`src/rtl/keyframe_vec4_interpolator_core_assert.svh`:
```
// Assertion macros shared by the interpolator core.
`ifndef KEYFRAME_VEC4_INTERPOLATOR_CORE_ASSERT_SVH
`define KEYFRAME_VEC4_INTERPOLATOR_CORE_ASSERT_SVH

// An implication checked at every rising clock edge while out of reset.
`define KVI_ASSERT_IMPL(label, clk, rstn, ante, cons, msg) \
    label: assert property (@(posedge clk) disable iff (!rstn) (ante) |-> (cons)) \
        else $error(msg);

// A condition that must hold at the next clock edge after the antecedent.
`define KVI_ASSERT_NEXT(label, clk, rstn, ante, cons, msg) \
    label: assert property (@(posedge clk) disable iff (!rstn) (ante) |=> (cons)) \
        else $error(msg);

`endif

```
`src/rtl/kvi_pkg.sv`:
```
package kvi_pkg;
    localparam int MAX_KEYS_DEF = 16;
    localparam int QW = 24;
    localparam int FRAC = 16;
    localparam int NUM_WORDS = 10;
    localparam int CFG_IDX_W = 2;

    localparam logic [CFG_IDX_W-1:0] CFG_KEY_COUNT  = 2'd0;
    localparam logic [CFG_IDX_W-1:0] CFG_LIGHT_KIND = 2'd1;
    localparam logic [CFG_IDX_W-1:0] CFG_LIGHT_SLOT = 2'd2;

    localparam logic [3:0] WORD_TIME  = 4'd0;
    localparam logic [3:0] WORD_BLEND = 4'd1;
    localparam logic [3:0] WORD_VEC_LAST = 4'd9;

    localparam logic signed [QW-1:0] Q_MAX = 24'sh7FFFFF;
    localparam logic signed [QW-1:0] Q_MIN = -24'sh800000;

    typedef logic signed [QW-1:0] q_t;

    function automatic q_t sat24(input logic signed [63:0] v);
        if (v > 64'sd8388607) begin
            return Q_MAX;
        end else if (v < -64'sd8388608) begin
            return Q_MIN;
        end
        return q_t'(v);
    endfunction

    // Arithmetic shift right equals floor division by 2^16.
    function automatic logic signed [63:0] fsh16(input logic signed [63:0] v);
        return v >>> FRAC;
    endfunction
endpackage

```
`src/rtl/kvi_div.sv`:
```
module kvi_div (
    input  logic aclk,
    input  logic aresetn,
    input  logic start,
    input  logic signed [40:0] num,
    input  logic signed [24:0] den,
    output logic done,
    output logic signed [40:0] quo
);
    import kvi_pkg::*;

    logic [40:0] rem_reg, rem_next;
    logic [40:0] q_reg, q_next;
    logic [24:0] d_reg;
    logic neg_reg;
    logic [5:0] cnt_reg;
    logic busy_reg;
    logic [41:0] trial;

    always_comb begin
        trial = {rem_reg, q_reg[40]} - {17'd0, d_reg};
        if (!trial[41]) begin
            rem_next = trial[40:0];
            q_next = {q_reg[39:0], 1'b1};
        end else begin
            rem_next = {rem_reg[39:0], q_reg[40]};
            q_next = {q_reg[39:0], 1'b0};
        end
    end

    always_ff @(posedge aclk) begin
        if (!aresetn) begin
            busy_reg <= 1'b0;
            done <= 1'b0;
            cnt_reg <= '0;
        end else begin
            done <= 1'b0;
            if (start) begin
                busy_reg <= 1'b1;
                cnt_reg <= 6'd41;
            end else if (busy_reg) begin
                cnt_reg <= cnt_reg - 6'd1;
                if (cnt_reg == 6'd1) begin
                    busy_reg <= 1'b0;
                    done <= 1'b1;
                end
            end
        end
    end

    always_ff @(posedge aclk) begin
        if (start) begin
            rem_reg <= '0;
            q_reg <= num[40] ? 41'(-num) : num;
            d_reg <= den[24] ? 25'(-den) : den;
            neg_reg <= num[40] ^ den[24];
        end else if (busy_reg) begin
            rem_reg <= rem_next;
            q_reg <= q_next;
        end
    end

    assign quo = neg_reg ? 41'(-q_reg) : q_reg;
endmodule

```
`config.mk`:
```
export PLATFORM = sky130hd
export DESIGN_NAME = kvi_div
export DESIGN_NICKNAME = d
export VERILOG_FILES = /design/src/rtl/keyframe_vec4_interpolator_core_assert.svh /design/src/rtl/kvi_pkg.sv /design/src/rtl/kvi_div.sv
export SDC_FILE = /design/constraint.sdc
export NUM_CORES = 1
export LEC_CHECK = 0
export BUFFER_PORTS_ARGS = -buffer_cell sky130_fd_sc_hd__buf_2
export CAP_MARGIN = 30
export CORE_UTILIZATION = 45
export DETAILED_ROUTE_END_ITERATION = 8
export GPL_TIMING_DRIVEN = 1
export PLACE_DENSITY = 0.76
export SLEW_MARGIN = 40
export SYNTH_ARGS = -nofsm -noshare
export SYNTH_HDL_FRONTEND = slang
export SYNTH_SLANG_ARGS = --single-unit
```
`constraint.sdc`:
```
create_clock -name aclk -period 3.8 [get_ports aclk]
set_input_delay 0.76 -clock aclk [delete_from_list [all_inputs] [get_ports aclk]]
set_output_delay 0.76 -clock aclk [all_outputs]
set_load 0.03 [all_outputs]
```
### Yosys cells after proc, flatten, opt, wreduce, memory -nomap -nowiden

Cells that the tools add are included.

| storage, ports and cells | value |
|---|---|
| output and inout bits | 42 |
| register bits | 116 |
| logic and storage cells | 34 |
| bits of input ports | 69 |

| cells by class | value |
|---|---|
| bitwise gates (word level) | 3 |
| reductions and logical operators | 3 |
| multiplexer cells | 13 |
| add/subtract/negate cells | 5 |
| equal/unequal tests | 1 |

Operator list:

| cell | number |
|---|---|
| 2-to-1 mux 41 bit | 5 |
| negator 41 bit | 2 |
| subtractor 42 x 25 -> 42 bit | 1 |
| negator 25 bit | 1 |
| 2-to-1 mux 24 bit | 1 |
| 2-to-1 mux 6 bit | 2 |
| equality test 6 x 1 -> 1 bit, second input constant | 1 |
| subtractor 6 x 1 -> 6 bit, second input constant | 1 |
| 2-to-1 mux 1 bit | 5 |
| OR reduction 3 bit | 1 |
| inverter 1 bit | 2 |
| nonzero test 2 bit | 1 |
| OR reduction 2 bit | 1 |
| XOR 1 bit | 1 |

### Longest topological paths before layout

| logic depth | value |
|---|---|
| word-level depth | 4 |
| depth in mapped cells | 13 |
| mapped depth without buffers | 12 |

### Least setup slack after synthesis

Ideal clock, no wire load.

| timing | value |
|---|---|
| path kind | flip-flop to output port |
| from | register q_reg[9] |
| to | output quo[39] |
| buffers on the path | 0 |
| path slack | -0.085 ns |
| arrival time | 3.125 ns |
| stages on the path, launching flop included | 9 |
| required time | 3.040 ns |
| cells stage by stage | edfxtp_1 -> or4_1 -> nor4_1 -> nand4_1 -> o41ai_1 -> nand2_1 -> a21oi_1 -> nand2_1 -> xor2_1 |

| on the way | value |
|---|---|
| longest elaborated chain between the ends | 2 |

Ends and longest elaborated chain:

| element | RTL line | source |
|---|---|---|
| start: declaration | kvi_div.sv:13 | `logic [40:0] q_reg, q_next;` |
| start signal: assignment | kvi_div.sv:54 | `q_reg <= num[40] ? 41'(-num) : num;` |
| start signal: assignment | kvi_div.sv:59 | `q_reg <= q_next;` |
| negator 41 bit | kvi_div.sv:63 | `assign quo = neg_reg ? 41'(-q_reg) : q_reg;` |
| 2-to-1 mux 41 bit | kvi_div.sv:63 |  |
| end: declaration | kvi_div.sv:8 | `output logic signed [40:0] quo` |

Every way passes these cells.

### Final worst setup path

| timing | value |
|---|---|
| from | register q_reg[3] |
| to | output quo[32] |

Same word-level chain as after synthesis.

==> reports/qor.txt <==
cells along the critical path - or3_4, nor3_4, nand2_2, o41ai_2, buf_4, nand2_4, a21o_1, buf_4, a21oi_4, xnor2_1, buf_4
Critical Path AT - 3.00 ns
clk slew on worst S/H paths - 0.06 ns
hold path cells - 2
outcome - completed
Mapped Area - 8320 um2
initial antenna violation count - 1
routed vias - 7697
Pint - 3.15 mW
Setup CP Type - flip-flop to output port
FF-to-FF setup slack - 0.42 ns
yosys warns - 0
Syn Nets - 1067
WP buf/inv - 3
CTS H-tree lvls - 4
Residual DRC - 0
CP dominant cell by count - buf_4
Max-cap violations - 0
vias per inst - 5.71
Yosys cell types - 54
Critical R2R Launch - d_reg[16]
Psw - 1.68 mW
placed standard-cell area - 9320 um2
layout cells sized above 1 - 20.8%
minimum clock period - 3.76 ns
ys async rst share - 0%
relative slew slack - 46.1%
1st-iter DRT viols - 464
combinational share of power - 31.9%
Top Ports - 111
highest clock rate - 266 MHz
fillcell total - 1598
Clock Latency Late Sink - 0.43 ns
delay-heaviest family, CP - simple AND/OR/NAND/NOR gates
Clock power frac - 34.2%
largest net degree at the start of global routing - 137
Inserted Clock Buffers - 17
wirelength, routed - 20900 um
Final Util - 56.2%
clk_skew - 0.0121 ns
area of the multi-input gates - 5110 um2
sequential share of power - 33.9%
RSZ-0062 raised after global routing - yes
port bufs - 110
sequential share of the synthesized area - 36.0%
Pre-antenna DRT Iters - 5
Die X - 138 um
Slew Limit Fails - 0
Post-Layout Inst Area - 10100 um2
Req. time, crit path - 3.04 ns
GRT overflow - 0
area grow syn2layout - 21.8%
CTS tree - yes
Final Cycle Share - 99.1%
switching part of the total - 34.8%
Die Area - 19000 um2
Root Buffer - clkbuf_16
DRT antenna net count - 0
Hold Path Sink - rem_reg[9]
HP Start - rem_reg[8]
worst vdd ir - 434 uV
Worst path max stage delay - 0.44 ns
Crit Path Max Fanout - 4
Die H - 138 um
Seq cells post-synth - 116
initial core utilization - 46.2%
leak pwr - 4.07 nW
Worst Tran Pin Value - 0.808 ns
RR Endpoint - rem_reg[39]
Clock Path Buffers - 2
number of global-route vias before repair - 7057
HPWL after DPL - 14500 um
final setup violating endpoints - 0
core area - 18000 um2
Sink Count - 116
top_reg_cell synth - edfxtp_1
Power Density - 477 nW/um2
Gate Count Post-Synth - 967
Total Nets Final - 1205
total power - 4.83 mW
global-route wire length before repair - 33100 um
worst hold path class - flip-flop to flip-flop
GR Util All Layers - 22.0%
number of synthesized flops with an enable pin - 67
WL/cell - 15.5 um
final hold vios - 0
crit end category - output port
sequential cell area - 2990 um2
FP Rows - 49
placer congestion estimate - 0.904
mean post-synth cell area - 8.60 um2
Worst R2R Path Depth - 12
CP Launch Type - flip-flop
Crit-path slowest cell - edfxtp_1
CP Depth - 11
-- cell type report --
cell class	count	area share [%]
Antenna cell	2	0.0494
Tap cell	229	2.83
Clock inverter	9	0.704
Sequential cell	116	29.6
Inverter	41	1.52
Multi-Input combinational cell	768	50.4
Clock buffer	23	5.47
Timing Repair Buffer	161	9.46
-- repair_timing --
| action | in CTS | in global routing |
|---|---|---|
| hold buffers | 0 | 0 |
| setup buffers | 2 | 7 |
| setup endpoints to repair | 10 | 10 |
| pin swaps | 2 | 4 |
| cloned | 0 | 0 |
| resized for setup | 12 | 11 |
-- synth_stat cells (16+ instances only) --
library cell / number / area (um2)
nand2_1: 103 / 387
nor2_1: 94 / 353
xnor2_1: 79 / 692
edfxtp_1: 67 / 2010
a21oi_1: 66 / 330
o21ai_0: 56 / 280
xor2_1: 54 / 473
dfxtp_1: 49 / 981
inv_1: 39 / 146
clkbuf_1: 35 / 131
ha_1: 30 / 375
or3_1: 30 / 188
a311oi_1: 28 / 245
o31ai_1: 25 / 188
nand3_1: 23 / 115
or4_1: 21 / 158
a21o_1: 16 / 120
-- worst register-to-register path: stages, from the launching register on --
cell and delay [ns]:
edfxtp_1 0.37, inv_1 0.08, ha_1 0.30, a21o_1 0.22, a311oi_1 0.25, o21ai_0 0.15, a21oi_1 0.19, o311ai_1 0.22
buf_4 0.21, o21a_4 0.23, or3_4 0.38, or4_1 0.46, a311oi_1 0.25
-- power groups by stage --
stage	clock, mW	combinational, mW	sequential [mW]
after floorplan	0	1.10	1.61
after global placement	0	1.46	1.65
after detailed placement	0	1.49	1.65
after CTS	1.67	1.51	1.63
after global routing	1.73	1.70	1.66
final	1.66	1.54	1.64
-- metrics by stage --
step	hold WS (ns)	setup slack, ns	cells	TNS (ns)
global route	0.515	-0.0858	1347	-0.303
detailed placement	0.494	-0.141	1306	-0.605
global placement	0.483	-0.117	1306	-0.385
floorplan	0.469	0.00331	967	0
CTS	0.501	0.0246	1340	0
finish	0.499	0.0354	1349	0
-- worst max-delay path by stage --
stage | from | to | slack [ns]
floorplan | q_reg[9] | quo[40] | 0.003
global placement | num[5] | q_reg[32] | -0.12
detailed placement | num[5] | q_reg[32] | -0.14
CTS | q_reg[7] | quo[40] | 0.02
global route | q_reg[3] | quo[40] | -0.09
finish | q_reg[3] | quo[32] | 0.04
-- layout by cell type, fill, tap and decap left out, types with 11 or more instances in the layout --
cell / count
nand2_1: 101
edfxtp_1: 67
mux2_2: 12
dfxtp_1: 48
or3_1: 29
buf_2: 105
clkbuf_16: 22
nand2b_1: 12
a211oi_1: 12
nor2_1: 94
xor2_1: 53
xnor2_1: 79
a21o_1: 16
inv_1: 39
a21oi_1: 61
nand3_1: 22
o31ai_1: 25
nor3_1: 14
or4_1: 20
o21ai_0: 56
a311oi_1: 28
buf_4: 54
o41ai_1: 11
ha_1: 30
-- routing by layer --
layer,routed length [um],vias to the layer above,global-route usage [%]
met1,9530,3572,29.0
met4,367,0,9.54
met5,0,-,0
met3,1390,35,3.14
met2,9610,273,35.9
li1,-,3817,-
-- cell families (layout without fill, tap and decap cells) --
family | Yosys count | after routing | share of synthesized area, %
flops | 116 | 116 | 36.0
other cells | 0 | 2 | 0
xor+xnor | 133 | 133 | 14.0
fa+ha+maj | 31 | 31 | 4.75
mux | 14 | 14 | 1.86
simple gates | 344 | 344 | 20.2
compound gates | 246 | 246 | 19.3
buf+inv | 83 | 234 | 3.92
No activity file was read; power rests on OpenSTA's default activity.
